[src/assert_macros.svh]
// Shared assertion helpers for the line engine.
`ifndef ASSERT_MACROS_SVH
`define ASSERT_MACROS_SVH

// Check a property on every rising edge outside reset.
`define ASSERT_CLK(lbl, clk, rstn, prop) \
    lbl: assert property (@(posedge clk) disable iff (!(rstn)) (prop)) \
        else $error("assertion failed");

// Check that a condition never holds outside reset.
`define ASSERT_NEVER(lbl, clk, rstn, cond) \
    lbl: assert property (@(posedge clk) disable iff (!(rstn)) !(cond)) \
        else $error("forbidden condition seen");

`endif

[src/lld_pkg.sv]
package lld_pkg;

    // Default grid size
    localparam int LLD_GRID_POINTS = 512;

    // Request kinds carried in tuser
    localparam logic REQ_LOAD = 1'b0;
    localparam logic REQ_STEP = 1'b1;

    // Configuration register indexes
    localparam logic [2:0] CFG_CURRENT_DECAY     = 3'd0;
    localparam logic [2:0] CFG_CURRENT_DRIVE     = 3'd1;
    localparam logic [2:0] CFG_VOLTAGE_DRIVE     = 3'd2;
    localparam logic [2:0] CFG_EDGE_KEEP         = 3'd3;
    localparam logic [2:0] CFG_EDGE_DRIVE        = 3'd4;
    localparam logic [2:0] CFG_ARRIVAL_THRESHOLD = 3'd5;

    // Configuration reset values
    localparam logic signed [31:0] RST_CURRENT_DECAY = 32'sd16775941;
    localparam logic signed [31:0] RST_CURRENT_DRIVE = 32'sd318767;
    localparam logic signed [31:0] RST_VOLTAGE_DRIVE = 32'sd796917760;
    localparam logic signed [31:0] RST_EDGE_KEEP     = 32'sd5972000;
    localparam logic signed [31:0] RST_EDGE_DRIVE    = 32'sd540270000;
    localparam logic [30:0]        RST_THRESHOLD     = 31'd268435;

    localparam logic [15:0] STEP_MAX = 16'hFFFF;

    typedef struct packed {
        logic signed [31:0] decay;
        logic signed [31:0] cdrive;
        logic signed [31:0] vdrive;
        logic signed [31:0] ekeep;
        logic signed [31:0] edrive;
        logic [30:0]        thresh;
    } lld_coef_t;

    // End-point operands collected during the sweep
    typedef struct packed {
        logic signed [31:0] v0;
        logic signed [31:0] vn;
        logic signed [31:0] i0;
        logic signed [31:0] in2;
    } lld_edge_in_t;

    typedef enum logic [2:0] {
        ST_CLEAR,
        ST_IDLE,
        ST_SWEEP,
        ST_DRAIN,
        ST_EDGE,
        ST_WRL,
        ST_WRR,
        ST_OUT
    } lld_state_t;

    typedef enum logic [2:0] {
        EG_IDLE,
        EG_MUL_LK,
        EG_MUL_LD,
        EG_MUL_RK,
        EG_MUL_RD,
        EG_ACC,
        EG_DONE
    } lld_edge_st_t;

    // Clamp to the signed 32-bit range
    function automatic logic signed [31:0] sat32(input logic signed [63:0] x);
        logic signed [31:0] r;
        if (x > 64'sd2147483647) begin
            r = 32'sh7FFFFFFF;
        end else if (x < -64'sd2147483648) begin
            r = 32'sh80000000;
        end else begin
            r = x[31:0];
        end
        return r;
    endfunction

    // Round a Q8.24 product to nearest, ties up
    function automatic logic signed [63:0] rnd24(input logic signed [63:0] p);
        return (p + 64'sd8388608) >>> 24;
    endfunction

    // Round a Q1.17 weighted product to nearest, ties up
    function automatic logic signed [63:0] rnd17(input logic signed [63:0] p);
        return (p + 64'sd65536) >>> 17;
    endfunction

    // Absolute value clamped to 31 bits
    function automatic logic [30:0] mag31(input logic signed [31:0] v);
        logic [30:0] r;
        logic signed [31:0] n;
        n = -v;
        if (v == 32'sh80000000) begin
            r = 31'h7FFFFFFF;
        end else if (v < 0) begin
            r = n[30:0];
        end else begin
            r = v[30:0];
        end
        return r;
    endfunction

endpackage

[src/lld_edge.sv]
module lld_edge
    import lld_pkg::*;
(
    input  logic               aclk,
    input  logic               aresetn,
    input  logic               start,
    input  lld_coef_t          coef,
    input  lld_edge_in_t       edge_in,
    output logic               done,
    output logic signed [31:0] left,
    output logic signed [31:0] right
);

    lld_edge_st_t       state_reg, state_next;
    logic               mul_en, ta_ld, tb_ld, left_ld, right_ld;
    logic signed [31:0] op_c, op_x, term;
    logic signed [63:0] prod_reg;
    logic signed [31:0] ta_reg, tb_reg, left_reg, right_reg;

    // Step through the four end products
    always_comb begin
        state_next = state_reg;
        case (state_reg)
            EG_IDLE:   if (start) state_next = EG_MUL_LK;
            EG_MUL_LK: state_next = EG_MUL_LD;
            EG_MUL_LD: state_next = EG_MUL_RK;
            EG_MUL_RK: state_next = EG_MUL_RD;
            EG_MUL_RD: state_next = EG_ACC;
            EG_ACC:    state_next = EG_DONE;
            EG_DONE:   state_next = EG_IDLE;
            default:   state_next = EG_IDLE;
        endcase
    end

    // Select operands and loads
    always_comb begin
        mul_en   = 1'b0;
        ta_ld    = 1'b0;
        tb_ld    = 1'b0;
        left_ld  = 1'b0;
        right_ld = 1'b0;
        done     = 1'b0;
        op_c     = coef.ekeep;
        op_x     = edge_in.v0;
        case (state_reg)
            EG_MUL_LK: begin
                mul_en = 1'b1;
            end
            EG_MUL_LD: begin
                mul_en = 1'b1;
                ta_ld  = 1'b1;
                op_c   = coef.edrive;
                op_x   = edge_in.i0;
            end
            EG_MUL_RK: begin
                mul_en = 1'b1;
                tb_ld  = 1'b1;
                op_x   = edge_in.vn;
            end
            EG_MUL_RD: begin
                mul_en  = 1'b1;
                ta_ld   = 1'b1;
                left_ld = 1'b1;
                op_c    = coef.edrive;
                op_x    = edge_in.in2;
            end
            EG_ACC: begin
                tb_ld = 1'b1;
            end
            EG_DONE: begin
                right_ld = 1'b1;
                done     = 1'b1;
            end
            default: begin
            end
        endcase
    end

    assign term = sat32(rnd24(prod_reg));

    always_ff @(posedge aclk) begin
        if (!aresetn) begin
            state_reg <= EG_IDLE;
        end else begin
            state_reg <= state_next;
        end
    end

    // Multiply, round and combine
    always_ff @(posedge aclk) begin
        if (mul_en) begin
            prod_reg <= $signed(op_c) * $signed(op_x);
        end
        if (ta_ld) begin
            ta_reg <= term;
        end
        if (tb_ld) begin
            tb_reg <= term;
        end
        if (left_ld) begin
            left_reg <= sat32(64'(ta_reg) - 64'(tb_reg));
        end
        if (right_ld) begin
            right_reg <= sat32(64'(ta_reg) + 64'(tb_reg));
        end
    end

    assign left  = left_reg;
    assign right = right_reg;

endmodule
[config.mk]
export PLATFORM = sky130hd
export DESIGN_NAME = lld_edge
export DESIGN_NICKNAME = d
export VERILOG_FILES = /design/src/assert_macros.svh /design/src/lld_pkg.sv /design/src/lld_edge.sv
export SDC_FILE = /design/constraint.sdc
export NUM_CORES = 2
export LEC_CHECK = 0
export BUFFER_PORTS_ARGS = -buffer_cell sky130_fd_sc_hd__buf_2
export CAP_MARGIN = 30
export CORE_MARGIN = 2
export CORE_UTILIZATION = 57
export CTS_CLUSTER_DIAMETER = 50
export DETAILED_ROUTE_END_ITERATION = 8
export GPL_TIMING_DRIVEN = 0
export PLACE_DENSITY_LB_ADDON = 0.2
export SYNTH_ARGS = -nofsm -noshare
export SYNTH_HDL_FRONTEND = slang
export SYNTH_SLANG_ARGS = --single-unit
[constraint.sdc]
create_clock -name aclk -period 13.7 [get_ports aclk]
set_clock_uncertainty 0.05 [all_clocks]
set_input_delay 0 -clock aclk [delete_from_list [all_inputs] [get_ports aclk]]
set_output_delay 0 -clock aclk [all_outputs]
set_load 0.02 [all_outputs]
# ---- Word level (Yosys, flattened, before mapping)
# Cells that the tools add are included.
dict set report word_totals {
  ff_bits 195
  input_bits 322
  output_inout_bits 65
  word_cells 40
}
dict set report classes {
  n_addsub 3
  mul 1
  magnitude_cmp 6
  eq_ne 7
  mux 13
  n_reduce_logical 4
}
# cell n
set ops {}
lappend ops {{32-bit two-way mux} 5}
lappend ops {{32-bit one-hot mux with 3 select lines} 1}
lappend ops {{33-bit by 32-bit > comparator with 1-bit output, second input constant} 2}
lappend ops {{33-bit by 32-bit < comparator with 1-bit output, second input constant} 2}
lappend ops {{64-bit by 25-bit adder with 64-bit output, second input constant} 1}
lappend ops {{32-bit by 32-bit multiplier with 64-bit output} 1}
lappend ops {{40-bit by 32-bit > comparator with 1-bit output, second input constant} 1}
lappend ops {{40-bit by 32-bit < comparator with 1-bit output, second input constant} 1}
lappend ops {{32-bit by 32-bit adder with 33-bit output} 1}
lappend ops {{32-bit by 32-bit subtractor with 33-bit output} 1}
lappend ops {{3-bit one-hot mux with 6 select lines} 1}
lappend ops {{3-bit == test, second input constant} 3}
lappend ops {{3-bit by 2-bit == test with 1-bit output, second input constant} 2}
lappend ops {{1-bit two-way mux} 5}
lappend ops {{2-bit OR reduction} 2}
lappend ops {{4-bit OR reduction} 1}
lappend ops {{3-bit by 1-bit == test with 1-bit output, second input constant} 1}
lappend ops {{3-bit logical NOT} 1}
lappend ops {{3-bit two-way mux} 1}
lappend ops {{2-bit inequality test, second input constant} 1}

# ---- Logic depth before layout (Yosys ltp)
dict set report depth {
  ltp_word 4
  mapped_depth 37
  depth_no_buf 33
}

# ---- Worst setup path after synthesis
# Ideal clock, no wire load.
dict set report synth_timing {
  path_type {register to register}
  startpoint {register state_reg[2]}
  endpoint {register prod_reg[60] (data pin)}
  setup_ns 0.259
  arrival_time_ns 9.225
  required_ns 13.391
  slack_ns 4.165
  path_stages_with_launch 32
  path_buffers 4
  period_less_slack_ns 9.535
  path_cell_list {dfxtp_1 buf_4 nand2_1 nor2_1 clkbuf_1 buf_1 a221o_1 nand2_1 fa_1 inv_1 fa_1 inv_1 fa_1 inv_1 fa_1 inv_1 fa_1 fa_1 fa_1 fa_1 inv_1 ha_1 buf_2 nand4_1 or2_2 a211o_1 and3_1 a31o_2 a41oi_2 a31o_2 a41oi_1 xnor2_1}
}
dict set report synth_between {
  elab_chain_cells 4
  word_cells_on_any_way 7
  cone_classes {mul (1); eq/ne (3); mux (2); reduce/logical (1)}
}
# element line_no
set synth_lines {}
lappend synth_lines {{from (decl)} lld_edge.sv:14} ;# lld_edge_st_t state_reg, state_next;
lappend synth_lines {{from (signal assigned)} lld_edge.sv:85} ;# state_reg <= state_next;
lappend synth_lines {{3-bit == test / 3-bit by 2-bit == test with 1-bit output (equally long branches)} lld_edge.sv:45} ;# case (state_reg)
lappend synth_lines {{2-bit OR reduction (no source line)} n/a}
lappend synth_lines {{32-bit two-way mux} lld_edge.sv:45}
lappend synth_lines {{32-bit by 32-bit multiplier with 64-bit output *} lld_edge.sv:92} ;# prod_reg <= $signed(op_c) * $signed(op_x);
lappend synth_lines {{to (signal assigned)} lld_edge.sv:92}
lappend synth_lines {{to (decl)} lld_edge.sv:17} ;# logic signed [63:0] prod_reg;
# Every way passes the cells marked *; elsewhere a longest branch is shown, timed or not.
# A chain may end at the register's enable or synchronous reset.

# ---- Worst setup path in the final report
dict set report layout_timing {
  startpoint {register state_reg[2]}
  endpoint {register prod_reg[63] (data pin)}
}
# Same word-level chain as after synthesis.

==> metrics.yaml <==
status:
  status: "complete, no violations"
cells_and_area:
  drive_gt1_share_pct: 9.262
  final_cell_mix: "1083 x fa_1, 1072 x inv_1, 647 x nor2_1"
  syn2layout_area_growth_pct: 8.622
  largest_reg_flops: 41
  nFillCells: 7285
  finalNetCount: 7003
  layout_commonest_cell: "fa_1"
clock_network:
  cts_buffer_depth: 2
  insertion_delay_ns: 0.47
  cts_tree: "yes"
  clk_pin_slew_ns: 0.09
  htree_levels: 4
  clock-root-buffer: "clkbuf_16"
  tritoncts.num_buffers: 17
  cts_num_sinks: 172
  cts.repair.resized: 0
synthesis:
  ys_async_sr_fraction_pct: 0
  synth_fp_nets: 6665
  ys_types: 90
  yosysSeqAreaShare_pct: 10.98
  syn_inst: 5015
  synth-edff-count: 169
  avgSynthCellArea_sq_um: 9.326
  synth_top_area_share_pct: 46.36
  yosysWarningCount: 0
  synth_top_area_cell: "fa_1"
  syn_area_sq_um: 46770
  ys.flop_type: "edfxtp_1"
  netlist_top_cells_area: "fa_1 46%, edfxtp_1 11%, inv_1 8.6%"
  yosys_register_bits: 172
drt:
  viasPerCell: 5.977
  drc: 0
  wl_per_cell_um: 27.41
  routed_wl_um: 176600
  ant_nets: 0
  firstDrtPassIters: 6
  drtIter0Drc: 4035
  vias: 38520
sta:
  tns_ns: 0
  max_slew_margin_pct: 16.58
  finalMaxSlewViolations: 0
  fin_crit_sh_pct: 88.83
  rsz0062_at_grt: "false"
  tightest_slew_ns: 1.251
  fmax_ghz: 0.08217
  layout_min_cycle_time_ns: 12.17
  final-setup-viol-count: 0
  hold_viol: 0
place:
  port_buffers: 259
  place.gp.congestion: 1.042
  dp_hpwl_um: 152100
floorplan:
  fp.dieH_um: 290.4
  die-area_sq_um: 84360
  fp-row-count: 105
  fp.dieW_um: 290.4
  start_util_pct: 57.23
  num_io_pins: 387
  coreArea_sq_um: 81720
min_path:
  min_path_type: "input pin to register"
  whs_endpoint: "state_reg[2]"
  hp-start: "aresetn"
  hold_depth: 4
worst_setup_path:
  r2r_setup_slack_ns: 1.53
  critPathMostFrequentCell: "fa_1"
  critPathMaxFanout: 10
  r2r_start: "state_reg[2]"
  worst_setup_path_end_kind: "register"
  critPathLaunchType: "register"
  rr_worst_depth: 33
  cp_slowest_cell: "a221oi_2"
  max_stage_delay_ns: 1.03
  path_class: "register to register"
  reg2reg_to: "prod_reg[63]"
  crit_arrival_ns: 12.31
  cp.required_ns: 13.84
global_route:
  grt_pass1_vias: 40160
  grt_overflow_total: 0
  grt_use_total_pct: 43.20
  grt_pass1_wl_um: 262400
  antenna_found_initial: 9
  grt_max_degree: 33
job:
  maxCapViolations: 0
[worst max path at each step]
stage | startpoint | to | slack (ns) | depth (start not counted)
final | state_reg[2] | prod_reg[63] | 1.53 | 33
after global routing | state_reg[0] | prod_reg[61] | 1.13 | 32
after CTS | state_reg[2] | prod_reg[63] | 1.77 | 33
after detailed placement | state_reg[2] | prod_reg[61] | 1.88 | 31
after global placement | state_reg[2] | prod_reg[60] | 1.12 | 26
after floorplan | state_reg[2] | prod_reg[60] | 4.17 | 31
[area by class of cell]
class | instances | area [sq um] | share of cell area, %
antenna | 9 | 22.52 | 0.04433
sequential | 172 | 5135 | 10.11
clock inverter | 14 | 112.6 | 0.2217
buffer | 246 | 996.0 | 1.960
timing repair buffer | 319 | 2009 | 3.955
inverter | 1073 | 4028 | 7.928
tap | 1070 | 1339 | 2.635
clock buffer | 18 | 429.2 | 0.8448
multi-input combinational | 3524 | 36730 | 72.30
[per-layer routing]
layer	vias to the layer above	GRT usage [%]	share of wire (%)
li1	16000	-	-
met2	2334	63.36	42
met1	19620	58.02	39
met4	8	25.55	7.4
met5	-	0	0.032
met3	565	11.69	12
[critical path, delay by kind of cell (launching register included)]
kind | cells | cell delay (ns)
AO/OA/AOI/OAI | 8 | 2.27
XOR/XNOR | 1 | 0.15
adder cells (fa/ha/maj) | 9 | 4.80
AND/OR/NAND/NOR | 4 | 1.26
buffers and inverters | 11 | 2.86
flip-flops | 1 | 0.45
[per-stage QoR]
stage / utilization, % / hold WS, ns / cells / setup slack (ns) / instance area (sq um)
final: 62.17 / 0.2929 / 6445 / 1.531 / 50800
after global routing: 62.14 / 0.3106 / 6436 / 1.135 / 50780
after CTS: 61.98 / 0.2459 / 6427 / 1.766 / 50650
after detailed placement: 61.30 / 0.2166 / 6393 / 1.880 / 50090
after global placement: 60.46 / 0.2019 / 6344 / 1.123 / 49400
after floorplan: - / 0.09835 / 5015 / 4.165 / 46770
[logic make-up after synthesis]
logic type | share of synthesized area [%]
flops | 10.98
simple gates | 12.73
mux | 2.103
buf+inv | 10.74
compound gates | 7.598
fa+ha+maj | 53.19
xor+xnor | 2.659
[repair_timing]
item / CTS / global route
endpoints found under the hold margin: 3 / 0
hold buffers: 2 / 0
buffers inserted: 0 / 0
[cells in the mapped netlist, types with 12 or more instances]
library cell  number
a211oi_1          12
a21o_1            54
a21oi_1          171
a221o_1           27
a221oi_1          19
a31oi_1           13
and2_1            19
and3_1            13
buf_1             18
buf_2             38
clkbuf_1         184
edfxtp_1         169
fa_1            1083
ha_1             245
inv_1           1072
maj3_1            13
mux2_2            32
mux2i_1           60
nand2_1          560
nand2b_1          31
nand3_1           35
nand4_1           27
nor2_1           649
nor2b_1           21
nor3_1            21
o211ai_1          12
o21ai_0           79
o21bai_1          25
xnor2_1           94
xor2_1            48
Power is left out: the tool's default activity adds up to more than one toggle a clock period on the data nets, which glitch-free logic cannot reach.
